==> src/hw/rtl/fwpd_pkg.sv <==
// ----------------------------------------------------------------------------
// fwpd_pkg
// Shared types and constants of the firmware packet deframer.
// ----------------------------------------------------------------------------
package fwpd_pkg;

  localparam int unsigned FULL_WORDS_DEF = 128;

  localparam int unsigned BYTE_W   = 8;
  localparam int unsigned WORD_W   = 16;
  localparam int unsigned ADDR_W   = 32;
  localparam int unsigned CFG_W    = 32;
  localparam int unsigned CFG_IDX_W = 2;

  localparam logic [CFG_IDX_W-1:0] REG_WRITE_CODE  = 2'd0;
  localparam logic [CFG_IDX_W-1:0] REG_FULL_MARKER = 2'd1;
  localparam logic [CFG_IDX_W-1:0] REG_BASE_ADDR   = 2'd2;

  localparam logic [BYTE_W-1:0] WRITE_CODE_RST  = 8'd0;
  localparam logic [BYTE_W-1:0] FULL_MARKER_RST = 8'd255;
  localparam logic [ADDR_W-1:0] BASE_ADDR_RST   = 32'd0;

  typedef enum logic [2:0] {
    PH_CMD  = 3'b001,
    PH_LEN  = 3'b010,
    PH_DATA = 3'b100
  } phase_t;

  typedef struct packed {
    logic [BYTE_W-1:0] write_command_code;
    logic [BYTE_W-1:0] full_length_marker;
    logic [ADDR_W-1:0] flash_base_address;
    logic              base_load;
  } cfg_t;

endpackage

==> src/hw/rtl/fwpd_if.sv <==
// ----------------------------------------------------------------------------
// fwpd_in_if / fwpd_out_if
// Valid/ready channels for received bytes and for packed flash words.
// ----------------------------------------------------------------------------
interface fwpd_in_if;
  logic                          valid;
  logic                          ready;
  logic [fwpd_pkg::BYTE_W-1:0]   rx_byte;

  modport source (output valid, output rx_byte, input ready);
  modport sink   (input valid, input rx_byte, output ready);
endinterface

interface fwpd_out_if;
  logic                          valid;
  logic                          ready;
  logic                          word_valid;
  logic [fwpd_pkg::WORD_W-1:0]   data_word;
  logic [fwpd_pkg::ADDR_W-1:0]   word_address;
  logic                          packet_end;
  logic                          update_done;
  logic                          bad_command;

  modport source (output valid, output word_valid, output data_word, output word_address,
                  output packet_end, output update_done, output bad_command, input ready);
  modport sink   (input valid, input word_valid, input data_word, input word_address,
                  input packet_end, input update_done, input bad_command, output ready);
endinterface

==> src/hw/rtl/fw_packet_deframer_top.sv <==
// ----------------------------------------------------------------------------
// fw_packet_deframer_top
// Firmware update packet deframer: bytes in, addressed flash words out.
// ----------------------------------------------------------------------------
// The input channel carries one received byte per beat. Packets are a command
// byte, a length byte and the data bytes. The output channel carries one
// result per beat: a packed 16-bit word with its flash word address, the
// packet end flags, or both.
// One input beat is taken per cycle unless a held result stalls the input. A
// byte that causes a result shows it on the output in the cycle after it is
// accepted; bytes that cause no result only update the framing state.
// The configuration port writes the command code, full length marker and flash
// base address; writing the base also reloads the running packet address. The
// user must make writes only while no packet is in progress; the block does
// not enforce this. Reset returns the deframer to waiting for a command byte
// and loads the register reset values. When the receiver stalls, the result
// register holds its beat; input is ready only while the held beat is taken.
// ----------------------------------------------------------------------------
module fw_packet_deframer_top #(
  parameter int unsigned FULL_WORDS = fwpd_pkg::FULL_WORDS_DEF
) (
  input  logic                             clk,
  input  logic                             rst_n,
  input  logic                             cfg_we,
  input  logic [fwpd_pkg::CFG_IDX_W-1:0]   cfg_index,
  input  logic [fwpd_pkg::CFG_W-1:0]       cfg_wdata,
  fwpd_in_if.sink                          in_bus,
  fwpd_out_if.source                       out_bus
);

  logic [fwpd_pkg::BYTE_W-1:0] write_code_r;
  logic [fwpd_pkg::BYTE_W-1:0] full_marker_r;
  logic [fwpd_pkg::ADDR_W-1:0] base_addr_r;
  fwpd_pkg::cfg_t              cfg;

  always_ff @(posedge clk) begin
    if (!rst_n) begin
      write_code_r  <= fwpd_pkg::WRITE_CODE_RST;
      full_marker_r <= fwpd_pkg::FULL_MARKER_RST;
      base_addr_r   <= fwpd_pkg::BASE_ADDR_RST;
    end else if (cfg_we) begin
      unique case (cfg_index)
        fwpd_pkg::REG_WRITE_CODE:  write_code_r  <= cfg_wdata[fwpd_pkg::BYTE_W-1:0];
        fwpd_pkg::REG_FULL_MARKER: full_marker_r <= cfg_wdata[fwpd_pkg::BYTE_W-1:0];
        fwpd_pkg::REG_BASE_ADDR:   base_addr_r   <= cfg_wdata[fwpd_pkg::ADDR_W-1:0];
        default: ;
      endcase
    end
  end

  always_comb begin
    cfg.write_command_code = write_code_r;
    cfg.full_length_marker = full_marker_r;
    cfg.base_load          = rst_n && cfg_we && (cfg_index == fwpd_pkg::REG_BASE_ADDR);
    cfg.flash_base_address = cfg.base_load ? cfg_wdata[fwpd_pkg::ADDR_W-1:0] : base_addr_r;
  end

  fwpd_core #(
    .FULL_WORDS (FULL_WORDS)
  ) u_core (
    .clk     (clk),
    .rst_n   (rst_n),
    .cfg     (cfg),
    .in_bus  (in_bus),
    .out_bus (out_bus)
  );

endmodule

==> src/hw/rtl/fwpd_core.sv <==
// ----------------------------------------------------------------------------
// fwpd_core
// Packet framing state, word packing, address generation and result register.
// ----------------------------------------------------------------------------
module fwpd_core #(
  parameter int unsigned FULL_WORDS = fwpd_pkg::FULL_WORDS_DEF
) (
  input  logic                clk,
  input  logic                rst_n,
  input  fwpd_pkg::cfg_t      cfg,
  fwpd_in_if.sink             in_bus,
  fwpd_out_if.source          out_bus
);

  localparam int unsigned FULL_BYTES = 2 * FULL_WORDS;
  localparam int unsigned CNT_W      = $clog2(FULL_BYTES + 1);

  fwpd_pkg::phase_t                phase_r, phase_nxt;
  logic [fwpd_pkg::BYTE_W-1:0]     command_r, command_nxt;
  logic                            is_full_r, is_full_nxt;
  logic [CNT_W-1:0]                expected_r, expected_nxt;
  logic [CNT_W-1:0]                received_r, received_nxt;
  logic [fwpd_pkg::BYTE_W-1:0]     low_hold_r, low_hold_nxt;
  logic [fwpd_pkg::ADDR_W-1:0]     pkt_addr_r, pkt_addr_nxt;

  logic                            out_valid_r, out_valid_nxt;
  logic                            res_word_valid_r;
  logic [fwpd_pkg::WORD_W-1:0]     res_data_r;
  logic [fwpd_pkg::ADDR_W-1:0]     res_addr_r;
  logic                            res_end_r, res_done_r, res_bad_r;

  logic                            accept;
  logic                            has_res;
  logic                            r_word_valid, r_end, r_done, r_bad;
  logic [fwpd_pkg::WORD_W-1:0]     r_data;
  logic [fwpd_pkg::ADDR_W-1:0]     r_addr;
  logic                            len_full;
  logic [CNT_W-1:0]                len_expected;
  logic                            cmd_bad;
  logic [CNT_W-1:0]                received_inc;

  assign in_bus.ready = !out_valid_r || out_bus.ready;
  assign accept       = in_bus.valid && in_bus.ready;

  assign cmd_bad      = (command_r != cfg.write_command_code);
  assign len_full     = (in_bus.rx_byte == cfg.full_length_marker);
  assign len_expected = len_full ? CNT_W'(FULL_BYTES) : CNT_W'(in_bus.rx_byte);
  assign received_inc = received_r + CNT_W'(1);

  always_comb begin
    phase_nxt    = phase_r;
    command_nxt  = command_r;
    is_full_nxt  = is_full_r;
    expected_nxt = expected_r;
    received_nxt = received_r;
    low_hold_nxt = low_hold_r;
    pkt_addr_nxt = pkt_addr_r;
    has_res      = 1'b0;
    r_word_valid = 1'b0;
    r_data       = '0;
    r_addr       = '0;
    r_end        = 1'b0;
    r_done       = 1'b0;
    r_bad        = 1'b0;
    if (accept) begin
      unique case (phase_r)
        fwpd_pkg::PH_CMD: begin
          command_nxt = in_bus.rx_byte;
          phase_nxt   = fwpd_pkg::PH_LEN;
        end
        fwpd_pkg::PH_LEN: begin
          is_full_nxt  = len_full;
          expected_nxt = len_expected;
          received_nxt = '0;
          if (len_expected == '0) begin
            has_res   = 1'b1;
            r_end     = 1'b1;
            r_bad     = cmd_bad;
            r_done    = !cmd_bad && !len_full;
            phase_nxt = fwpd_pkg::PH_CMD;
            if (cmd_bad || !len_full) begin
              pkt_addr_nxt = cfg.flash_base_address;
            end else begin
              pkt_addr_nxt = pkt_addr_r + fwpd_pkg::ADDR_W'(FULL_WORDS);
            end
          end else begin
            phase_nxt = fwpd_pkg::PH_DATA;
          end
        end
        fwpd_pkg::PH_DATA: begin
          r_word_valid = !cmd_bad && received_r[0];
          r_data       = {in_bus.rx_byte, low_hold_r};
          r_addr       = pkt_addr_r + fwpd_pkg::ADDR_W'(received_r >> 1);
          if (!received_r[0]) begin
            low_hold_nxt = in_bus.rx_byte;
          end
          received_nxt = received_inc;
          if (received_inc >= expected_r) begin
            has_res   = 1'b1;
            r_end     = 1'b1;
            r_bad     = cmd_bad;
            r_done    = !cmd_bad && !is_full_r;
            phase_nxt = fwpd_pkg::PH_CMD;
            if (cmd_bad || !is_full_r) begin
              pkt_addr_nxt = cfg.flash_base_address;
            end else begin
              pkt_addr_nxt = pkt_addr_r + fwpd_pkg::ADDR_W'(FULL_WORDS);
            end
          end else begin
            has_res = r_word_valid;
          end
        end
        default: begin
          phase_nxt = fwpd_pkg::PH_CMD;
        end
      endcase
    end
    if (cfg.base_load) begin
      pkt_addr_nxt = cfg.flash_base_address;
    end
    if (!r_word_valid) begin
      r_data = '0;
      r_addr = '0;
    end
  end

  always_comb begin
    if (accept) begin
      out_valid_nxt = has_res;
    end else if (out_bus.ready) begin
      out_valid_nxt = 1'b0;
    end else begin
      out_valid_nxt = out_valid_r;
    end
  end

  always_ff @(posedge clk) begin
    if (!rst_n) begin
      phase_r     <= fwpd_pkg::PH_CMD;
      command_r   <= '0;
      is_full_r   <= 1'b0;
      expected_r  <= '0;
      received_r  <= '0;
      low_hold_r  <= '0;
      pkt_addr_r  <= fwpd_pkg::BASE_ADDR_RST;
      out_valid_r <= 1'b0;
    end else begin
      phase_r     <= phase_nxt;
      command_r   <= command_nxt;
      is_full_r   <= is_full_nxt;
      expected_r  <= expected_nxt;
      received_r  <= received_nxt;
      low_hold_r  <= low_hold_nxt;
      pkt_addr_r  <= pkt_addr_nxt;
      out_valid_r <= out_valid_nxt;
    end
  end

  always_ff @(posedge clk) begin
    if (accept && has_res) begin
      res_word_valid_r <= r_word_valid;
      res_data_r       <= r_data;
      res_addr_r       <= r_addr;
      res_end_r        <= r_end;
      res_done_r       <= r_done;
      res_bad_r        <= r_bad;
    end
  end

  assign out_bus.valid        = out_valid_r;
  assign out_bus.word_valid   = res_word_valid_r;
  assign out_bus.data_word    = res_data_r;
  assign out_bus.word_address = res_addr_r;
  assign out_bus.packet_end   = res_end_r;
  assign out_bus.update_done  = res_done_r;
  assign out_bus.bad_command  = res_bad_r;

endmodule

==> src/flat_wrapper.sv <==
// flat-port wrapper written by rule: the top's interface ports become plain ports
module fw_packet_deframer_top_flat 
#(
  parameter int unsigned FULL_WORDS = fwpd_pkg::FULL_WORDS_DEF
)
  (clk, rst_n, cfg_we, cfg_index, cfg_wdata, in_bus_valid, in_bus_rx_byte, in_bus_ready, out_bus_valid, out_bus_word_valid, out_bus_data_word, out_bus_word_address, out_bus_packet_end, out_bus_update_done, out_bus_bad_command, out_bus_ready);
  fwpd_in_if in_bus_i ();
  fwpd_out_if out_bus_i ();
  input  logic clk;
  input  logic rst_n;
  input  logic cfg_we;
  input  logic [fwpd_pkg::CFG_IDX_W-1:0] cfg_index;
  input  logic [fwpd_pkg::CFG_W-1:0] cfg_wdata;
  input wire logic [$bits(in_bus_i.valid)-1:0] in_bus_valid;
  input wire logic [$bits(in_bus_i.rx_byte)-1:0] in_bus_rx_byte;
  output wire logic [$bits(in_bus_i.ready)-1:0] in_bus_ready;
  output wire logic [$bits(out_bus_i.valid)-1:0] out_bus_valid;
  output wire logic [$bits(out_bus_i.word_valid)-1:0] out_bus_word_valid;
  output wire logic [$bits(out_bus_i.data_word)-1:0] out_bus_data_word;
  output wire logic [$bits(out_bus_i.word_address)-1:0] out_bus_word_address;
  output wire logic [$bits(out_bus_i.packet_end)-1:0] out_bus_packet_end;
  output wire logic [$bits(out_bus_i.update_done)-1:0] out_bus_update_done;
  output wire logic [$bits(out_bus_i.bad_command)-1:0] out_bus_bad_command;
  input wire logic [$bits(out_bus_i.ready)-1:0] out_bus_ready;
  assign in_bus_i.valid = in_bus_valid;
  assign in_bus_i.rx_byte = in_bus_rx_byte;
  assign in_bus_ready = in_bus_i.ready;
  assign out_bus_valid = out_bus_i.valid;
  assign out_bus_word_valid = out_bus_i.word_valid;
  assign out_bus_data_word = out_bus_i.data_word;
  assign out_bus_word_address = out_bus_i.word_address;
  assign out_bus_packet_end = out_bus_i.packet_end;
  assign out_bus_update_done = out_bus_i.update_done;
  assign out_bus_bad_command = out_bus_i.bad_command;
  assign out_bus_i.ready = out_bus_ready;
  fw_packet_deframer_top #(.FULL_WORDS(FULL_WORDS)) u_core (.clk(clk), .rst_n(rst_n), .cfg_we(cfg_we), .cfg_index(cfg_index), .cfg_wdata(cfg_wdata), .in_bus(in_bus_i), .out_bus(out_bus_i));
endmodule
==> config.mk <==
export PLATFORM = sky130hd
export DESIGN_NAME = fw_packet_deframer_top_flat
export DESIGN_NICKNAME = d
export VERILOG_FILES = /design/src/hw/rtl/fwpd_pkg.sv /design/src/hw/rtl/fwpd_if.sv /design/src/hw/rtl/fw_packet_deframer_top.sv /design/src/hw/rtl/fwpd_core.sv /design/src/flat_wrapper.sv
export SDC_FILE = /design/constraint.sdc
export NUM_CORES = 1
export LEC_CHECK = 0
export ABC_AREA = 1
export BUFFER_PORTS_ARGS = -buffer_cell sky130_fd_sc_hd__buf_2
export CAP_MARGIN = 20
export CORE_UTILIZATION = 55
export DETAILED_ROUTE_END_ITERATION = 10
export GPL_TIMING_DRIVEN = 0
export PLACE_DENSITY = 0.76
export SYNTH_ARGS = -nofsm -noshare
export SYNTH_HDL_FRONTEND = slang
export SYNTH_SLANG_ARGS = --single-unit
==> constraint.sdc <==
create_clock -name clk -period 9.8 [get_ports clk]
set_input_delay 1.96 -clock clk [delete_from_list [all_inputs] [get_ports clk]]
set_output_delay 1.96 -clock clk [all_outputs]
set_load 0.005 [all_outputs]
==> flow_summary.ini, run 1 <==
[timing]
fin_crit_sh = 0.437
final.setup.tns_ps = 0
finalSetupViolations = 0
setup_slack_ps = 5520
max_freq_mhz = 234
min_period_ps = 4280
tightest_slew_ps = 606
rsz0062_at_grt = false
final_hold_viol_count = 0
finalClockSkew_ps = 11.6
maxSlewViolCount = 0
hold_ws_ps = 463
max_slew_margin = 0.596

[yosys]
synth_cells = 1246
synth_top_cell_by_area = dfxtp_1
synth_edf_count = 52
ys_warn_count = 0
ys.flop_type = dfxtp_1
yosys_register_bits = 170
synth_top_area_share = 0.261
synth_area_mm2 = 0.00904
ys_top_cells_by_area = dfxtp_1 (26%), edfxtp_1 (17%), nand2_1 (13%), inv_1 (6.8%), nor2_1 (5.6%)
yosysUniqueCellTypes = 45
synthesis.nets = 1313
ys_async_sr_fraction = 0
yosysSeqAreaShare = 0.434
synth_area_per_cell_um2 = 7.26

[power_and_ir_drop]
ir_worst_vdd_v = 0.000128
netSwitchingPower_mw = 0.420
total_power_mw = 1.57
p_int_mw = 1.15
pwr-share-seq = 0.485
combPwrFrac = 0.087
pwr-share-clk = 0.428
p_per_area_mw_per_mm2 = 150
sw_frac_of_total = 0.268
p_leak_nw = 4.77

[clock_network]
cts.sinks = 170
post_cts_buffers = 0
h-tree-depth = 4
cts_tree = done
cts_max_path_buffers = 2
cts_buffers = 17
hold_buffers = 0
path_clk_slew_ps = 70
ctsResizeCount = 0
cts-root-buf = clkbuf_16
clock_latency_ps = 450

[setup_path]
crit_arrival_ps = 2320
critPathLaunchType = primary input
slowest_delay_ps = 140
end_kind = output pin
cp_max_fo = 3
crit_slowest_cell = buf_2
reg2reg_depth = 17
setup.worst_path.class = in2out
path_delay_family = buffers and inverters
required_ps = 7840
crit_top_cell = buf_2
path_buf_inv = 3
reg2reg_slack_ps = 6210
worst-path-stages = 4
path_cells = buf_2, inv_1, nand2_1, buf_2

[floorplanning]
die_height_um = 130
fp.coreArea_mm2 = 0.0159
std_cell_rows = 46
io_pins = 101
dieWidth_um = 130
die-area_mm2 = 0.0170
initial_core_util = 0.567

[grt]
antenna_found_initial = 0
grt_pass1_vias = 7320
grt.total_usage = 0.288
grt_start_max_net_pins = 42
grt_pass1_wl_um = 37000
overflow = 0

[final_layout]
multi_input_area_mm2 = 0.00421
fin_nets = 1433
register_area_mm2 = 0.00392
mostFrequentLayoutCell = nand2_1
synthToLayoutAreaGrowth_pct = 15.2
drive_above_1_share = 0.154
fillers = 1460
final_cell_mix = nand2_1 (324), inv_1 (163), nor2_1 (136)
antenna_cells = 0

[route]
dr.pass1.iters = 5
num_vias = 8200
viasPerCell = 5.14
drt_iter0_drc = 747
wl_um = 23100
drc = 0
wl_per_cell_um = 14.5
antenna_left = 0

[placement]
gp_congestion = 0.925
io_buffers = 100
hpwlAfterDp_um = 17500
place_ws_ps = 5520

[run_status]
status = complete, no violations

[min_path]
hold_path_depth = 2
min_path_type = reg2reg

[run]
cap_viol_max_count = 0
[power by group through the flow]
stage	Clock, mW	Sequential, mW	Combinational, mW
floorplan	0	0.770	0.0918
global placement	0	0.775	0.131
detailed placement	0	0.775	0.133
CTS	0.675	0.759	0.134
global route	0.697	0.762	0.154
finish	0.671	0.760	0.136
[flip-flops by register name (all words and copies together) (netlist names), 3 cells and up]
signal,count
u_core.u_core.received_r,9
u_core.u_core.low_hold_r,8
u_core.u_core.out_bus.word_address,32
u_core.u_core.out_bus.data_word,16
u_core.full_marker_r,8
u_core.write_code_r,8
u_core.u_core.pkt_addr_r,32
u_core.base_addr_r,32
u_core.u_core.phase_r,3
u_core.u_core.command_r,8
u_core.u_core.expected_r,8
[worst register-to-register path, stage by stage, from the launching register on]
cell	delay, ps
dfxtp_1	470
ha_1	230
nand2_1	60
inv_1	120
nand4_1	150
nand3b_1	220
xnor2_1	160
ha_1	320
nand2_1	80
nor2_1	150
nand3_1	90
nand4_1	160
nand2_1	110
nand2_4	80
nand2_4	80
buf_2	210
nand2_2	280
buf_12	270
[final cells by class]
class / count / area share
buffer: 44 / 0.0215
clock buffer: 19 / 0.0446
clock inverter: 13 / 0.0114
inverter: 183 / 0.0659
multi-input combinational: 849 / 0.404
sequential: 170 / 0.377
tap: 216 / 0.0259
timing repair buffer: 101 / 0.0500
[synth_stat cells, types with 16 or more instances]
| master | n |
|---|---|
| nand2_1 | 325 |
| inv_1 | 163 |
| nor2_1 | 136 |
| dfxtp_1 | 118 |
| nand3_1 | 85 |
| a21oi_1 | 75 |
| o21ai_0 | 65 |
| edfxtp_1 | 52 |
| ha_1 | 19 |
| xor2_1 | 19 |
| inv_2 | 18 |
| clkbuf_1 | 17 |
| buf_2 | 16 |
[cell families (layout without fill, tap and decap cells)]
family	Yosys count	after routing	share of synthesized area
AND/OR/NAND/NOR	602	602	0.285
buffers and inverters	227	360	0.101
AO/OA/AOI/OAI	195	195	0.121
flip-flops	170	170	0.434
XOR/XNOR	32	32	0.0310
adder cells (fa/ha/maj)	20	20	0.0285
[through the flow]
step / area [um2] / utilization / std cells
6_report: 10400 / 0.654 / 1595
5_1_grt: 10400 / 0.654 / 1595
4_1_cts: 10400 / 0.654 / 1595
3_5_place_dp: 9840 / 0.617 / 1563
3_3_place_gp: 9810 / 0.616 / 1562
2_1_floorplan: 9040 / - / 1246
[per-layer routing]
metal / part of all wire / wire length, um / track usage / vias up
li1: - / - / - / 4231
met1: 0.49 / 11200 / 0.432 / 3601
met2: 0.42 / 9580 / 0.418 / 342
met3: 0.085 / 1960 / 0.0545 / 26
met4: 0.015 / 340 / 0.0828 / 0
met5: 0 / 0 / 0 / -
[path summary, 6_finish.rpt]
kind                                                           to                                      from
max                                                  in_bus_ready                             out_bus_ready
min                      u_core.u_core.low_hold_r[4]$_SDFFE_PN0P_  u_core.u_core.low_hold_r[4]$_SDFFE_PN0P_
max reg2reg  u_core.u_core.out_bus.word_address[17]$_SDFFCE_PN0P_  u_core.u_core.received_r[0]$_SDFFE_PN0P_
min reg2reg              u_core.u_core.low_hold_r[4]$_SDFFE_PN0P_  u_core.u_core.low_hold_r[4]$_SDFFE_PN0P_
Note: power is estimated with default switching activity, not from simulation.
==> run 2, diff against run 1 <==
ABC_AREA = 0   (was 1)
clock period = 4.4 ns   (was 9.8 ns; I/O delays follow)
==> run 2 against run 1 <==
- first-iteration DRC count decreased by 1.7%
- clock skew down 1.5 ps
- largest cell class unchanged
- highest routed layer unchanged
- setup slack worse by 5000 ps
==> flow_summary.ini, run 2 <==
[run_status]
status = complete, no violations

[route]
drt_iter0_drc = 734
num_vias = 7001
drc = 0
antenna_left = 0
dr.pass1.iters = 7
wl_um = 20700
wl_per_cell_um = 17.0
viasPerCell = 5.76

[yosys]
ys_async_sr_fraction = 0
synth_area_per_cell_um2 = 9.11
yosysSeqAreaShare = 0.479
synthesis.nets = 966
synth_cells = 899
synth_common_cells = nand2_1 (154), dfxtp_1 (118), nor2_1 (81), a21oi_1 (60), edfxtp_1 (52)
yosysUniqueCellTypes = 57
synthMostInstantiatedCell = nand2_1
ys.flop_type = dfxtp_1
ys_warn_count = 0
synth_top_cell_by_area = dfxtp_1
yosys_register_bits = 170
ys_top_cells_by_area = dfxtp_1 (29%), edfxtp_1 (19%), nand2_1 (7.1%), mux2i_1 (4.2%), xor2_1 (4.1%)
synth_edf_count = 52
synth_area_mm2 = 0.00819
synth_top_area_share = 0.289

[clock_network]
cts_tree = done
cts-root-buf = clkbuf_16
cts.sinks = 170
hold_buffers = 0
post_cts_buffers = 0
clock_latency_ps = 430
path_clk_slew_ps = 70
h-tree-depth = 4
cts_max_path_buffers = 2
ctsResizeCount = 0
cts_buffers = 17

[setup_path]
required_ps = 4580
setup.worst_path.class = reg2reg
cp_max_fo = 29
end_kind = flip-flop
crit_arrival_ps = 4050
critPathLaunchType = flip-flop

[timing]
setup_slack_ps = 533
finalSetupViolations = 0
min_period_ps = 3870
fin_crit_sh = 0.879
maxSlewViolCount = 0
max_slew_margin = 0.347
rsz0062_at_grt = false
tightest_slew_ps = 972
finalClockSkew_ps = 10.1
max_freq_mhz = 259
final_hold_viol_count = 0
hold_ws_ps = 454

[final_layout]
register_area_mm2 = 0.00392
final_cell_mix = nand2_1 (153), dfxtp_1 (118), buf_2 (110)
fin_nets = 1085
mostFrequentLayoutCell = nand2_1
multi_input_area_mm2 = 0.00396
antenna_cells = 0
synthToLayoutAreaGrowth_pct = 17.2
drive_above_1_share = 0.157
final_util = 0.660
fillers = 1248
final_area_mm2 = 0.00959

[grt]
grt_pass1_wl_um = 32700
grt.total_usage = 0.282
antenna_found_initial = 0
grt_start_max_net_pins = 30
grt_pass1_vias = 6293
overflow = 0

[floorplanning]
std_cell_rows = 44
io_pins = 101
initial_core_util = 0.563
dieWidth_um = 124
fp.coreArea_mm2 = 0.0145
die_height_um = 124
die-area_mm2 = 0.0154

[power_and_ir_drop]
ir_worst_vdd_v = 0.000239
p_leak_nw = 3.56
p_per_area_mw_per_mm2 = 368

[min_path]
min_path_type = reg2reg

[run]
cap_viol_max_count = 0

[placement]
io_buffers = 99
placed_area_mm2 = 0.00894
hpwlAfterDp_um = 14600
gp_congestion = 0.917
place_ws_ps = 416
-- run 2: cell count changes in the layout (fill, tap and decap cells not counted), sizes merged, moves of 11 or more --
cell,change
and2,+19
nand2,-183
xor2,+19
xnor2,+21
nor2,-65
mux2i,+34
a21oi,-23
nand3,-48
nand4,+11
clkbuf,+16
inv,-172
a32oi,+17
o21ai,-29
-- run 2: cell families after synthesis --
| family | Yosys count | synth area share |
|---|---|---|
| buffers and inverters | 71 | 0.0377 |
| AOI/OAI and AO/OA | 169 | 0.126 |
| muxes | 34 | 0.0416 |
| and+or+nand+nor | 363 | 0.207 |
| xor gates and xnor gates | 72 | 0.0770 |
| DFF | 170 | 0.479 |
| adders and majority gates | 20 | 0.0315 |
-- run 2: critical path: stages, from the launching register on --
cell and delay, ps:
dfxtp_1 480, ha_1 270, nand2_1 70, nor2_1 170, nand3_1 120, xnor2_1 210
ha_1 280, a21oi_1 150, o21ai_0 90, a41oi_1 320, a21boi_1 190, nor2_2 370
buf_2 340, nand2_4 250, buf_12 280
-- run 2: stage by stage --
stage / setup TNS (ps) / total power [mW] / cells
finish: 0 / 3.53 / 1215
global route: 0 / 3.62 / 1215
CTS: 0 / 3.53 / 1215
detailed placement: 0 / 1.91 / 1183
global placement: -27240 / 1.90 / 1182
floorplan: 0 / 1.82 / 899
-- run 2: report_power, final --
group | internal (mW) | switching [mW] | total [mW]
clock network | 1.01 | 0.640 | 1.65
logic | 0.0787 | 0.130 | 0.208
registers | 1.64 | 0.0314 | 1.67
total | 2.73 | 0.801 | 3.53
-- run 2: area by class of cell --
cell class,instances,share of cell area
Buffer,55,0.0260
Clock buffer,20,0.0488
Clock inverter,12,0.0192
Sequential cell,170,0.409
Inverter,16,0.00626
Timing Repair Buffer,100,0.0537
Multi-Input combinational cell,658,0.413
Tap cell,184,0.0240
-- run 2: per-layer routing --
metal / global-route usage / vias to the layer above / share of wire
met5: 0 / - / 0
met4: 0.112 / 0 / 0.023
met3: 0.0691 / 39 / 0.10
met2: 0.416 / 343 / 0.43
met1: 0.396 / 3233 / 0.45
li1: - / 3386 / -
-- run 2: path summary, 6_finish.rpt --
path         slack (ps)                                     start  depth (start not counted)                                                to
min reg2reg         450  u_core.u_core.low_hold_r[3]$_SDFFE_PN0P_                          2          u_core.u_core.low_hold_r[3]$_SDFFE_PN0P_
min                 450  u_core.u_core.low_hold_r[3]$_SDFFE_PN0P_                          2          u_core.u_core.low_hold_r[3]$_SDFFE_PN0P_
max                 530  u_core.u_core.received_r[0]$_SDFFE_PN0P_                         14  u_core.u_core.out_bus.data_word[4]$_SDFFCE_PN0P_
max reg2reg         530  u_core.u_core.received_r[0]$_SDFFE_PN0P_                         14  u_core.u_core.out_bus.data_word[4]$_SDFFCE_PN0P_
==> run 3, diff against run 2 <==
PLACE_DENSITY = 0.75   (was 0.76)
==> run 3 against run 2 <==
- register-to-register slack worse by 60 ps
- largest power group unchanged
- flip-flop and latch count unchanged
- setup slack worse by 58 ps
- critical endpoint is now u_core.u_core.out_bus.word_address[27]$_SDFFCE_PN0P_
- via count down 1.2%
- first-iteration DRC count down 22%
- core utilization down 0.30 points
- highest routed layer unchanged
==> flow_summary.ini, run 3 (synthesized netlist as in run 2, its figures left out) <==
[route]
dr.pass1.iters = 5
antenna_left = 0
drc = 0
wl_um = 20700
drt_iter0_drc = 576
viasPerCell = 5.69
num_vias = 6919
wl_per_cell_um = 17.0

[clock_network]
cts-root-buf = clkbuf_16
cts.sinks = 170
h-tree-depth = 4
cts_buffers = 17
cts_tree = done
clock_latency_ps = 430
path_clk_slew_ps = 70
hold_buffers = 0
cts_max_path_buffers = 2

[final_layout]
antenna_cells = 0
drive_above_1_share = 0.158
fin_nets = 1085
finalNonFillerCells = 1215
mostFrequentLayoutCell = nand2_1
final_cell_mix = nand2_1 (153), dfxtp_1 (118), buf_2 (110)
synthToLayoutAreaGrowth_pct = 16.6
final_util = 0.657

[timing]
rsz0062_at_grt = false
max_freq_mhz = 255
tightest_slew_ps = 944
final_hold_viol_count = 0
min_period_ps = 3930
setup_slack_ps = 475
finalClockSkew_ps = 7.70
finalSetupViolations = 0
fin_crit_sh = 0.892
max_slew_margin = 0.366
maxSlewViolCount = 0

[setup_path]
crit_start = u_core.u_core.received_r[0]$_SDFFE_PN0P_
critPathLaunchType = flip-flop
setup.worst_path.class = reg2reg
end_kind = flip-flop
crit_slowest_cell = dfxtp_1
required_ps = 4580
reg2reg_from = u_core.u_core.received_r[0]$_SDFFE_PN0P_
crit_arrival_ps = 4110
cp_max_fo = 27
slowest_delay_ps = 490
crit_top_cell = ha_1
path_cells = ha_1, nand2_1, nor2_1, nand3_1, xnor2_1, ha_1, a21oi_1, o21ai_0, a41oi_1, a21boi_1, nor2_2, buf_2, nand2_4, buf_16

[run_status]
status = complete, no violations

[placement]
gp_congestion = 0.878
io_buffers = 99
place_ws_ps = 392
dpl.cell_count = 1183
hpwlAfterDp_um = 14700

[grt]
overflow = 0
grt_pass1_wl_um = 32300
antenna_found_initial = 0
grt_start_max_net_pins = 28
grt.total_usage = 0.280
grt_pass1_vias = 6188

[floorplanning]
initial_core_util = 0.563
die-area_mm2 = 0.0154
fp.coreArea_mm2 = 0.0145
dieWidth_um = 124
std_cell_rows = 44
die_height_um = 124
io_pins = 101

[run]
cap_viol_max_count = 0

[min_path]
hold_path.startpoint = u_core.u_core.low_hold_r[7]$_SDFFE_PN0P_
min_path_type = reg2reg

[power_and_ir_drop]
combPwrFrac = 0.061
ir_worst_vdd_v = 0.000226
p_int_mw = 2.58
pwr-share-seq = 0.492
p_per_area_mw_per_mm2 = 356
pwr-share-clk = 0.447
total_power_mw = 3.40
p_leak_nw = 3.54
netSwitchingPower_mw = 0.815
sw_frac_of_total = 0.240
-- run 3: path summary, 6_finish.rpt --
path / depth (start not counted) / endpoint / slack, ps
worst max-delay path: 14 / u_core.u_core.out_bus.word_address[27]$_SDFFCE_PN0P_ / 470
worst min-delay path: 2 / u_core.u_core.low_hold_r[7]$_SDFFE_PN0P_ / 450
worst max register to register: 14 / u_core.u_core.out_bus.word_address[27]$_SDFFCE_PN0P_ / 470
worst min register to register: 2 / u_core.u_core.low_hold_r[7]$_SDFFE_PN0P_ / 450
-- run 3: stage by stage --
| step | TNS [ps] | instance area, um2 | hold slack (ps) |
|---|---|---|---|
| floorplan | 0 | 8190 | 432 |
| global placement | -22590 | 8910 | 438 |
| detailed placement | 0 | 8940 | 443 |
| CTS | 0 | 9540 | 452 |
| global route | 0 | 9550 | 465 |
| finish | 0 | 9550 | 449 |
-- run 3: what timing repair did --
| item | in CTS | in global routing |
|---|---|---|
| setup buffers | 0 | 0 |
| gates resized for setup | 0 | 1 |
| endpoints found under the setup margin | 0 | 27 |
-- run 3: area by class of cell --
| type | instances | area (um2) |
|---|---|---|
| plain buffers | 55 | 249 |
| clock buffers | 18 | 439 |
| clock inverters | 14 | 161 |
| fillers | 1244 | 4980 |
| inverters | 16 | 60.1 |
| multi-input cells | 658 | 3960 |
| flip-flops and latches | 170 | 3920 |
| well taps | 184 | 230 |
| repair buffers | 100 | 523 |
-- run 3: power by group through the flow --
stage / registers (mW) / clock network [mW] / logic, mW
2_1_floorplan: 1.69 / 0 / 0.126
3_3_place_gp: 1.70 / 0 / 0.198
3_5_place_dp: 1.70 / 0 / 0.201
4_1_cts: 1.67 / 1.53 / 0.204
5_1_grt: 1.67 / 1.60 / 0.227
6_report: 1.67 / 1.52 / 0.206
-- run 3: worst max-delay path: cells and delay by family (launching register included) --
kind	cells	cell delay (ps)
xor gates and xnor gates	1	210
and+or+nand+nor	5	1010
AOI/OAI and AO/OA	4	730
adders and majority gates	2	560
buffers and inverters	2	640
DFF	1	490
-- run 3: layer usage --
metal | GRT usage | vias to the layer above | share of wire
li1 | - | 3392 | -
met1 | 0.416 | 3209 | 0.47
met2 | 0.407 | 298 | 0.44
met3 | 0.0609 | 20 | 0.080
met4 | 0.0804 | 0 | 0.011
met5 | 0 | - | 0
